`config.mk`:
```
export PLATFORM = sky130hd
export DESIGN_NAME = text_to_code_point_decoder
export DESIGN_NICKNAME = d
export VERILOG_FILES = /design/src/hdl/ttcp_pkg.sv /design/src/hdl/text_to_code_point_decoder.sv /design/src/hdl/ttcp_step.sv
export SDC_FILE = /design/constraint.sdc
export NUM_CORES = 1
export LEC_CHECK = 0
export BUFFER_PORTS_ARGS = -buffer_cell sky130_fd_sc_hd__buf_2
export CORE_ASPECT_RATIO = 0.6
export CORE_MARGIN = 2
export CORE_UTILIZATION = 31
export CTS_CLUSTER_DIAMETER = 60
export CTS_CLUSTER_SIZE = 20
export DETAILED_ROUTE_END_ITERATION = 10
export GPL_ROUTABILITY_DRIVEN = 1
export PLACE_DENSITY = 0.53
export SETUP_SLACK_MARGIN = 0.2
export SYNTH_ARGS = -nofsm -noshare
export SYNTH_HDL_FRONTEND = slang
export SYNTH_SLANG_ARGS = --single-unit
```
`constraint.sdc`:
```
create_clock -name clock -period 4.7 [get_ports clock]
set_input_delay 0.235 -clock clock [delete_from_list [all_inputs] [get_ports clock]]
set_output_delay 0.235 -clock clock [all_outputs]
set_load 0.01 [all_outputs]
```
`src/hdl/ttcp_pkg.sv`:
```
// Shared types and constants of the text to code point decoder.
// Used by the decode step, the top level and the port checker.
package ttcp_pkg;

   // register indexes on the csr port
   localparam logic [1:0] REG_ENCODING    = 2'd0;
   localparam logic [1:0] REG_BYTE_ORDER  = 2'd1;
   localparam logic [1:0] REG_DETECT_MARK = 2'd2;

   // encodings; the unused code decodes as UCS-2
   localparam logic [1:0] ENC_UTF8  = 2'd0;
   localparam logic [1:0] ENC_UTF16 = 2'd1;
   localparam logic [1:0] ENC_UCS2  = 2'd2;

   // result kinds
   localparam logic [1:0] KIND_CHAR     = 2'd0;
   localparam logic [1:0] KIND_MARK_BE  = 2'd1;
   localparam logic [1:0] KIND_MARK_LE  = 2'd2;
   localparam logic [1:0] KIND_NO_MARK  = 2'd3;

   // decoder phases
   localparam logic [2:0] PH_IDLE  = 3'd0;
   localparam logic [2:0] PH_MARK  = 3'd1;
   localparam logic [2:0] PH_UTF8  = 3'd2;
   localparam logic [2:0] PH_UNIT  = 3'd3;
   localparam logic [2:0] PH_LOW_A = 3'd4;
   localparam logic [2:0] PH_LOW_B = 3'd5;

   localparam int CP_WIDTH = 22;

   localparam logic [15:0] SURR_FIRST  = 16'hD800;
   localparam logic [15:0] SURR_LAST   = 16'hDFFF;
   localparam logic [15:0] LOW_BASE    = 16'hDC00;
   localparam logic [CP_WIDTH-1:0] PLANE_BASE = 22'h010000;
   localparam logic [7:0]  MARK_FE     = 8'hFE;
   localparam logic [7:0]  MARK_FF     = 8'hFF;

   typedef struct packed {
      logic [1:0] encoding;
      logic       byte_order;
      logic       detect_mark;
   } cfg_type;

   typedef struct packed {
      logic [2:0]          phase;
      logic [2:0]          bytes_needed;
      logic [CP_WIDTH-1:0] accumulator;
      logic [7:0]          held_byte;
      logic [15:0]         high_unit;
      logic                active_order;
      logic                mark_pending;
   } state_type;

   typedef struct packed {
      logic                valid;
      logic [CP_WIDTH-1:0] code_point;
      logic [1:0]          kind;
   } result_type;

   localparam state_type STATE_RESET = '{
      phase: PH_IDLE, bytes_needed: 3'd0, accumulator: '0, held_byte: 8'd0,
      high_unit: 16'd0, active_order: 1'b0, mark_pending: 1'b1};

endpackage

```
`src/hdl/text_to_code_point_decoder.sv`:
```
// Top level of the text to code point decoder: input register, decode step,
// result register and configuration registers. Depends on ttcp_pkg, ttcp_step.
//
// Usage:
//   req_* carries one byte of encoded text per word, with req_start_of_text
//   marking the first byte of a new text. rsp_* carries a decoded code point
//   or a byte order mark report (rsp_kind); bytes that only extend a character
//   give no word. csr_* writes encoding, byte_order and detect_mark; write
//   them only while no byte is in flight. csr_ready is always high.
//   An accepted byte passes the input register, then the result register,
//   before its word appears on rsp_*. One byte is taken every cycle while the
//   receiver does not stall; the rate is set by the single decode step between
//   the two registers, which also updates the decoder state.
//   When the receiver stalls, the result register holds its word, the byte in
//   the input register waits, and req_ready drops once both are full.
//   Reset clears the configuration to UTF-8, big endian, no mark detection,
//   empties both registers and puts the decoder at the start of a text.
module text_to_code_point_decoder (
   input  logic        clock,
   input  logic        reset,
   input  logic        req_valid,
   output logic        req_ready,
   input  logic [7:0]  req_data_byte,
   input  logic        req_start_of_text,
   output logic        rsp_valid,
   input  logic        rsp_ready,
   output logic [21:0] rsp_code_point,
   output logic [1:0]  rsp_kind,
   input  logic        csr_valid,
   output logic        csr_ready,
   input  logic [1:0]  csr_index,
   input  logic [1:0]  csr_data
);

   ttcp_pkg::cfg_type    cfg_ff, cfg_in;
   ttcp_pkg::state_type  state_ff, state_in;
   ttcp_pkg::result_type step_result;

   logic       in_valid_ff, in_valid_in;
   logic [7:0] byte_ff;
   logic       sot_ff;
   logic       out_valid_ff, out_valid_in;
   logic [21:0] code_point_ff;
   logic [1:0]  kind_ff;
   logic       advance;
   logic       req_accept;

   assign csr_ready  = 1'b1;
   assign advance    = in_valid_ff && (!out_valid_ff || rsp_ready);
   assign req_ready  = !in_valid_ff || advance;
   assign req_accept = req_valid && req_ready;

   always_comb begin
      cfg_in = cfg_ff;
      if (csr_valid) begin
         unique case (csr_index)
            ttcp_pkg::REG_ENCODING:    cfg_in.encoding    = csr_data;
            ttcp_pkg::REG_BYTE_ORDER:  cfg_in.byte_order  = csr_data[0];
            ttcp_pkg::REG_DETECT_MARK: cfg_in.detect_mark = csr_data[0];
            default: ;
         endcase
      end
   end

   ttcp_step u_step (
      .cfg           (cfg_ff),
      .state_cur     (state_ff),
      .data_byte     (byte_ff),
      .start_of_text (sot_ff),
      .state_next    (state_in),
      .result        (step_result)
   );

   assign in_valid_in  = req_accept || (in_valid_ff && !advance);
   assign out_valid_in = advance ? step_result.valid : (out_valid_ff && !rsp_ready);

   always_ff @(posedge clock) begin
      if (reset) begin
         cfg_ff       <= '0;
         state_ff     <= ttcp_pkg::STATE_RESET;
         in_valid_ff  <= 1'b0;
         out_valid_ff <= 1'b0;
      end else begin
         cfg_ff       <= cfg_in;
         in_valid_ff  <= in_valid_in;
         out_valid_ff <= out_valid_in;
         if (advance) begin
            state_ff <= state_in;
         end
      end
   end

   always_ff @(posedge clock) begin
      if (req_accept) begin
         byte_ff <= req_data_byte;
         sot_ff  <= req_start_of_text;
      end
      if (advance && step_result.valid) begin
         code_point_ff <= step_result.code_point;
         kind_ff       <= step_result.kind;
      end
   end

   assign rsp_valid      = out_valid_ff;
   assign rsp_code_point = code_point_ff;
   assign rsp_kind       = kind_ff;

endmodule

```
`src/hdl/ttcp_step.sv`:
```
// One decode step: next decoder state and the optional result for one byte.
// Purely combinational; depends on ttcp_pkg.
module ttcp_step (
   input  ttcp_pkg::cfg_type    cfg,
   input  ttcp_pkg::state_type  state_cur,
   input  logic [7:0]           data_byte,
   input  logic                 start_of_text,
   output ttcp_pkg::state_type  state_next,
   output ttcp_pkg::result_type result
);

   logic [15:0] pair_unit;
   logic        first_byte;

   // 16-bit unit from the held byte and this one, in the active order
   always_comb begin
      logic order_le;
      order_le  = state_cur.active_order;
      if (start_of_text || (state_cur.mark_pending && state_cur.phase == ttcp_pkg::PH_IDLE)) begin
         order_le = cfg.byte_order;
      end
      pair_unit = order_le ? {data_byte, state_cur.held_byte}
                           : {state_cur.held_byte, data_byte};
   end

   always_comb begin
      ttcp_pkg::state_type st;
      logic [ttcp_pkg::CP_WIDTH-1:0] cp_pair;
      logic [ttcp_pkg::CP_WIDTH-1:0] acc_next;
      logic [2:0]                    need_next;
      logic                          done;

      st         = state_cur;
      result     = '{valid: 1'b0, code_point: '0, kind: ttcp_pkg::KIND_CHAR};
      done       = 1'b0;
      first_byte = 1'b0;

      if (start_of_text) begin
         st              = ttcp_pkg::STATE_RESET;
         st.active_order = state_cur.active_order;
      end

      // first byte of a text picks up the order and maybe starts the mark
      if (st.mark_pending && st.phase == ttcp_pkg::PH_IDLE) begin
         st.active_order = cfg.byte_order;
         st.mark_pending = 1'b0;
         if (cfg.detect_mark) begin
            st.held_byte = data_byte;
            st.phase     = ttcp_pkg::PH_MARK;
            done         = 1'b1;
         end
      end

      cp_pair = (({6'd0, st.high_unit} - {6'd0, ttcp_pkg::SURR_FIRST}) << 10)
              + ({6'd0, pair_unit} - {6'd0, ttcp_pkg::LOW_BASE})
              + ttcp_pkg::PLANE_BASE;
      acc_next  = {st.accumulator[ttcp_pkg::CP_WIDTH-7:0], data_byte[5:0]};
      need_next = st.bytes_needed - 3'd1;

      if (!done) begin
         unique case (st.phase)
            ttcp_pkg::PH_MARK: begin
               st.phase     = ttcp_pkg::PH_IDLE;
               result.valid = 1'b1;
               if (st.held_byte == ttcp_pkg::MARK_FE && data_byte == ttcp_pkg::MARK_FF) begin
                  st.active_order = 1'b0;
                  result.kind     = ttcp_pkg::KIND_MARK_BE;
               end else if (st.held_byte == ttcp_pkg::MARK_FF &&
                            data_byte == ttcp_pkg::MARK_FE) begin
                  st.active_order = 1'b1;
                  result.kind     = ttcp_pkg::KIND_MARK_LE;
               end else begin
                  result.kind = ttcp_pkg::KIND_NO_MARK;
               end
            end
            ttcp_pkg::PH_UTF8: begin
               st.accumulator  = acc_next;
               st.bytes_needed = need_next;
               if (need_next == 3'd0) begin
                  st.phase          = ttcp_pkg::PH_IDLE;
                  result.valid      = 1'b1;
                  result.code_point = acc_next;
               end
            end
            ttcp_pkg::PH_UNIT: begin
               if (cfg.encoding == ttcp_pkg::ENC_UTF16 && pair_unit >= ttcp_pkg::SURR_FIRST &&
                   pair_unit <= ttcp_pkg::SURR_LAST) begin
                  st.high_unit = pair_unit;
                  st.phase     = ttcp_pkg::PH_LOW_A;
               end else begin
                  st.phase          = ttcp_pkg::PH_IDLE;
                  result.valid      = 1'b1;
                  result.code_point = {6'd0, pair_unit};
               end
            end
            ttcp_pkg::PH_LOW_A: begin
               st.held_byte = data_byte;
               st.phase     = ttcp_pkg::PH_LOW_B;
            end
            ttcp_pkg::PH_LOW_B: begin
               st.phase          = ttcp_pkg::PH_IDLE;
               result.valid      = 1'b1;
               result.code_point = cp_pair;
            end
            default: begin
               // idle and unused phase codes both start a character
               first_byte = 1'b1;
            end
         endcase
      end

      if (first_byte) begin
         if (cfg.encoding == ttcp_pkg::ENC_UTF8) begin
            if (!data_byte[7]) begin
               result.valid      = 1'b1;
               result.code_point = {14'd0, data_byte};
            end else begin
               st.phase = ttcp_pkg::PH_UTF8;
               if (!data_byte[5]) begin
                  st.accumulator  = {16'd0, data_byte[5:0]};
                  st.bytes_needed = 3'd1;
               end else if (!data_byte[4]) begin
                  st.accumulator  = {17'd0, data_byte[4:0]};
                  st.bytes_needed = 3'd2;
               end else begin
                  st.accumulator  = {18'd0, data_byte[3:0]};
                  st.bytes_needed = 3'd3;
               end
            end
         end else begin
            st.held_byte = data_byte;
            st.phase     = ttcp_pkg::PH_UNIT;
         end
      end

      state_next = st;
   end

endmodule

```
==> results of run 1 <==
synth_stat cells (7+ instances only):
cell type,n
nand3_1,17
clkbuf_1,23
dfxtp_1,50
o31ai_1,13
xnor2_1,14
inv_1,14
a21oi_1,27
nor3_1,8
nand2_1,36
ha_1,22
edfxtp_1,33
o21ai_0,25
mux2i_1,21
nor2b_1,20
buf_2,7
nor2_1,54
a22oi_1,27
per-stage QoR:
stage | instances | hold WS (ps) | setup slack [ps] | area, um2
after floorplan | 519 | 334 | 231 | 4820
after detailed placement | 744 | 414 | 295 | 5240
after global routing | 761 | 48.9 | 195 | 5570
after CTS | 760 | 54.4 | 276 | 5550
final | 761 | 61.6 | 378 | 5570
after global placement | 744 | 414 | 450 | 5240
worst max-delay path, delay by kind of cell (launching register included):
family / cells / cell delay, ps
AOI/OAI and AO/OA: 7 / 1370
buffers and inverters: 2 / 300
muxes: 1 / 290
xor gates and xnor gates: 1 / 210
DFF: 1 / 340
and+or+nand+nor: 4 / 710
adders and majority gates: 3 / 850
sequential cells by signal (all words and copies together) (netlist names):
name / cells
rsp_kind: 2
state_ff: 44
in_valid_ff: 1
sot_ff: 1
byte_ff: 8
rsp_code_point: 22
cfg_ff: 4
rsp_valid: 1
layout by cell type (no fill, tap or decap), types with 6 or more instances in the layout:
master,n
nor2_1,54
dfxtp_1,49
buf_2,43
nand2_1,36
edfxtp_1,33
a22oi_1,27
a21oi_1,26
o21ai_0,25
ha_1,22
mux2i_1,21
nor2b_1,20
nand3_1,17
buf_4,16
inv_1,14
xnor2_1,14
o31ai_1,13
clkbuf_16,9
nor3_1,8
nand2b_1,6
and3_1,6
a22o_1,6
kinds of logic after synthesis:
group,after synthesis,share of synthesized area (%)
other,1,0.0777
xor gates and xnor gates,17,3.09
buffers and inverters,51,4.62
muxes,23,4.93
AOI/OAI and AO/OA,140,20.6
DFF,83,41.3
and+or+nand+nor,181,19.3
adders and majority gates,23,6.12
power groups by stage:
stage               Sequential, uW  Combinational (uW)  Clock (uW)
global placement               806                 151           0
detailed placement             806                 152           0
CTS                            790                 154         747
floorplan                      795                 106           0
finish                         792                 158         733
global route                   793                 172         778
timing repair:
item                                    4_1_cts  5_1_grt
endpoints found under the setup margin        0        3
resized for setup                             0        4
buffers inserted                              0        1
per-layer routing:
layer	global-route usage [%]	routed length, um
met1	28.7	7730
met2	23.9	5470
met3	4.61	955
met4	4.08	187
met5	0	0
how the worst min path moves through the flow:
stage | slack, ps | to | startpoint | depth (start not counted)
finish | 60 | byte_ff[5] | req_data_byte[5] | 1
global route | 50 | byte_ff[1] | req_data_byte[1] | 1
CTS | 50 | byte_ff[0] | req_data_byte[0] | 1
detailed placement | 410 | byte_ff[5] | req_data_byte[5] | 1
global placement | 410 | byte_ff[1] | req_data_byte[1] | 1
floorplan | 330 | byte_ff[0] | req_data_byte[0] | 0
area by class of cell:
cell class / count / area, um2 / share of cell area, %
Clock inverter: 6 / 73.8 / 1.33
Inverter: 15 / 56.3 / 1.01
Clock buffer: 10 / 229 / 4.11
Timing Repair Buffer: 59 / 335 / 6.02
Multi-Input combinational cell: 385 / 2630 / 47.2
Sequential cell: 83 / 1990 / 35.8
Tap cell: 203 / 254 / 4.56
==> reports/results.ini, run 1 <==
[cells_and_area]
post-route-util_pct=36.4
layout.nets=594
fillers=1537
layout-drive-gt1-share_pct=16.5
synthToLayoutAreaGrowth_pct=15.5
antenna_cells=0

[global_route]
overflow=0
track_usage_pct=18.1
grt_max_degree=52
grt_pass1_wl_um=22400
grt_pass1_vias=3895
grt_antenna_before_repair=0

[synthesis]
yosys.area.top_type=dfxtp_1
yosys.cell_types.count=65
synth_edf_count=33
synth_top_area_share_pct=20.7
synth_cells=519
syn_nets=560
ys_top_cells_by_area=dfxtp_1 21%, edfxtp_1 21%, ha_1 5.7%, mux2i_1 4.4%, a22oi_1 4.2%
avgSynthCellArea_um2=9.30
ys_seq_area_share_pct=41.3
synth_seq_cells=83
synth_ff_type=dfxtp_1
yosys_warnings=0
async_reset_ff_share_pct=0
syn-cell-area_mm2=0.00482

[critical_path]
reg2reg_to=rsp_code_point[21]
endpoint=rsp_code_point[21]
critPathCaptureType=flop
start_kind=flop
crit_type=reg -> reg
crit_path_start=state_ff[53]
crit_chain=nor4b_4, buf_4, o21a_1, or2_4, mux2i_2, inv_2, ha_1, o211ai_1, nand3_1, xnor2_1, ha_1, ha_1, o21ai_0, a21boi_0, o22ai_2, o21ai_0, a211o_1, nand3_1
ff2ff_setup_slack_ps=380
r2r-start=state_ff[53]
crit_path_frequent_cell=ha_1
slowest_delay_ps=360
critPathMaxFanout=6
worstPathRequired_ps=4790
cp_slowest_cell=a21boi_0
worstPathArrival_ps=4420
r2r_cells=18

[clock_tree]
holdBufCountCts=0
clock-sinks=83
clk_latency_ps=340
clkTransAtPathRegs_ps=70
htreeDepth=3
cts-root-buf=clkbuf_16
cts_tree=done
numCtsBuffers=9
cts_buffer_depth=2

[detailed_routing]
drt-initial-drc-count=385
viasPerCell=5.39
drc=0
drt_wl_total_um=14300
num_vias=4100
antenna_left=0
avgRoutedWirePerCell_um=18.8
drt_pre_antenna_iters=4

[sta]
setup_viol=0
worst_pin_slew_ps=1150
maxSlewViolCount=0
hold_viol_final=0
max_freq_mhz=231
fin_skew_ps=8.24
rsz0062_at_grt=no
relSlewSlack_pct=23.6
fin_crit_ps=4320
period_share_pct=92.0
tns_ps=0

[worst_hold_path]
min_path_type=in -> reg

[power]
vdd_drop_max_v=0.000135
p_per_area_mw_per_mm2=302
report.power.total_uw=1680
swShare_pct=26.0
p_int_uw=1240
pwr-share-clk_pct=43.6
combPwrFrac_pct=9.4
seq_power_share_pct=47.1
p_leak_uw=0.00217
p_sw_uw=438

[placed_design]
gp_congestion=0.930
dp_hpwl_um=10300
io_buffers=43

[floorplan]
die_area_mm2=0.0166
die_x_um=165
die-height_um=101
start_util_pct=31.6
rows=35
coreArea_mm2=0.0153
ioPinCount=45

[flow_run]
drv_cap=0

[status]
status=finished clean

(Power assumes the default switching activity.)
==> inputs of run 2 (changes only) <==
--- a/config.mk
+++ b/config.mk
@@ -6,15 +6,17 @@
 export NUM_CORES = 1
 export LEC_CHECK = 0
 export BUFFER_PORTS_ARGS = -buffer_cell sky130_fd_sc_hd__buf_2
+export CAP_MARGIN = 10
 export CORE_ASPECT_RATIO = 0.6
 export CORE_MARGIN = 2
-export CORE_UTILIZATION = 31
+export CORE_UTILIZATION = 54
 export CTS_CLUSTER_DIAMETER = 60
 export CTS_CLUSTER_SIZE = 20
 export DETAILED_ROUTE_END_ITERATION = 10
 export GPL_ROUTABILITY_DRIVEN = 1
-export PLACE_DENSITY = 0.53
+export PLACE_DENSITY = 0.8
 export SETUP_SLACK_MARGIN = 0.2
+export SKIP_LAST_GASP = 1
 export SYNTH_ARGS = -nofsm -noshare
 export SYNTH_HDL_FRONTEND = slang
 export SYNTH_SLANG_ARGS = --single-unit
==> run 2 against run 1 <==
- register-to-register slack better by 20 ps
- die area is 41% lower
- worst hold slack worse by 6.9 ps
- global-route usage is 9.4 points higher
- maximum frequency is 0.37% higher
- clock-buffer cell count is 1 lower
- power is 3.4% lower
- critical path type unchanged
- largest cell class unchanged
- largest power group unchanged
==> reports/results.ini, run 2 (same netlist as run 1, synthesis figures left out) <==
[status]
status=finished clean

[power]
seq_power_share_pct=48.6
combPwrFrac_pct=9.6
p_leak_uw=0.00217
p_per_area_mw_per_mm2=298
p_sw_uw=432
swShare_pct=26.6
vdd_drop_max_v=0.000213
p_int_uw=1190
pwr-share-clk_pct=41.7

[critical_path]
crit_type=reg -> reg
r2r-start=state_ff[52]
crit_chain=nor4b_4, nor3b_2, or2_4, mux2i_2, inv_2, ha_2, nand2_1, or3_4, a32oi_4, ha_1, inv_1, ha_1, or2_2, a21oi_1, nor2b_1, o22ai_2, o21ai_1, a211o_1, nand3_1
ff2ff_setup_slack_ps=390
cp_slowest_cell=dfxtp_2
reg2reg_to=rsp_code_point[21]
start_kind=flop
crit_path_frequent_cell=ha_1
critPathCaptureType=flop
slowest_delay_ps=380
critPathMaxFanout=11
r2r_cells=19
worstPathRequired_ps=4920
worstPathArrival_ps=4530

[placed_design]
gp_congestion=0.995
io_buffers=43
dp_hpwl_um=9200
placed_area_mm2=0.00511

[detailed_routing]
avgRoutedWirePerCell_um=19.3
drt-initial-drc-count=579
drt_wl_total_um=13000
drt_pre_antenna_iters=5
antenna_left=0
drc=0
viasPerCell=6.34
num_vias=4270

[sta]
max_freq_mhz=232
fin_skew_ps=7.04
worst_pin_slew_ps=993
fin_crit_ps=4310
relSlewSlack_pct=33.8
setup_viol=0
period_share_pct=91.6
maxSlewViolCount=0
hold_viol_final=0
tns_ps=0
rsz0062_at_grt=no

[global_route]
grt_pass1_wl_um=21000
grt_max_degree=52
overflow=0
grt_pass1_vias=3995
track_usage_pct=27.5
grt_antenna_before_repair=0

[floorplan]
die-height_um=77.2
coreArea_mm2=0.00859
ioPinCount=45
rows=26
start_util_pct=56.2
die_x_um=126
die_area_mm2=0.00973

[cells_and_area]
largest_reg_flops=44
layout.nets=597
antenna_cells=0
fillers=716
synthToLayoutAreaGrowth_pct=13.0
top_register=state_ff
fin_area_mm2=0.00545
layout_commonest_cell=nor2_1
layout-drive-gt1-share_pct=17.1
layout_common_cells=54 x nor2_1, 49 x dfxtp_1, 43 x buf_2

[worst_hold_path]
worstHoldPathCells=1
holdPathEnd=byte_ff[4]
hp-start=req_data_byte[4]
min_path_type=in -> reg

[clock_tree]
cts_buffer_depth=2
numCtsBuffers=9
htreeDepth=3
clkTransAtPathRegs_ps=70
cts_tree=done
cts-root-buf=clkbuf_16
clock-sinks=83
clk_latency_ps=350
holdBufCountCts=0

[flow_run]
drv_cap=0

run 2: cell types whose count changed in the layout (fill, tap and decap cells not counted), sizes merged:
cell,before,now
buf,59,62
inv,17,19
clkbuf,10,9
bufinv,1,0
run 2: area by class of cell:
cell class / count / area, um2 / area share (%)
multi-input combinational: 385 / 2630 / 48.1
sequential: 83 / 1990 / 36.5
timing repair buffer: 62 / 358 / 6.56
clock buffer: 9 / 225 / 4.13
tap: 112 / 140 / 2.57
clock inverter: 7 / 56.3 / 1.03
inverter: 15 / 56.3 / 1.03
run 2: metal layers:
layer / track usage, % / wire length [um] / up-vias
met5: 0 / 0 / -
met4: 7.47 / 172 / 0
met3: 9.91 / 1500 / 18
met2: 37.4 / 5400 / 218
met1: 40.9 / 5950 / 2062
li1: - / - / 1972
run 2: timing repair:
action | CTS | global route
gates resized for setup | 1 | 5
setup endpoints to repair | 2 | 5
pin swaps | 1 | 1
buffers inserted | 2 | 5
run 2: worst max path at each step:
stage          cells after the start                  to  slack [ps]          from
3_5_place_dp                      19  rsp_code_point[21]         110  state_ff[52]
6_report                          19  rsp_code_point[21]         390  state_ff[52]
5_1_grt                           19  rsp_code_point[21]         180  state_ff[52]
3_3_place_gp                      19  rsp_code_point[21]         320  state_ff[52]
4_1_cts                           19  rsp_code_point[21]         270  state_ff[52]
2_1_floorplan                     23  rsp_code_point[21]         230  state_ff[53]
run 2: metrics by stage:
step	worst slack (ps)	total power [uW]	std cells	utilization, %	hold slack [ps]
2_1_floorplan	231	901	519	-	334
3_3_place_gp	323	945	650	59.5	411
3_5_place_dp	114	949	650	59.5	414
4_1_cts	268	1630	668	63.0	47.4
5_1_grt	184	1680	673	63.5	49.0
6_report	394	1630	673	63.5	54.7
run 2: power groups by stage:
stage	Clock, uW	Combinational, uW	Sequential, uW
finish	678	157	791
global route	718	171	793
CTS	688	148	790
global placement	0	140	805
floorplan	0	106	795
detailed placement	0	143	805
run 2: worst max-delay path, delay by kind of cell (launching register included):
| kind | cells | cell delay [ps] |
|---|---|---|
| buffers and inverters | 2 | 190 |
| AOI/OAI and AO/OA | 5 | 1000 |
| adders and majority gates | 3 | 740 |
| and+or+nand+nor | 8 | 1660 |
| DFF | 1 | 380 |
| muxes | 1 | 200 |
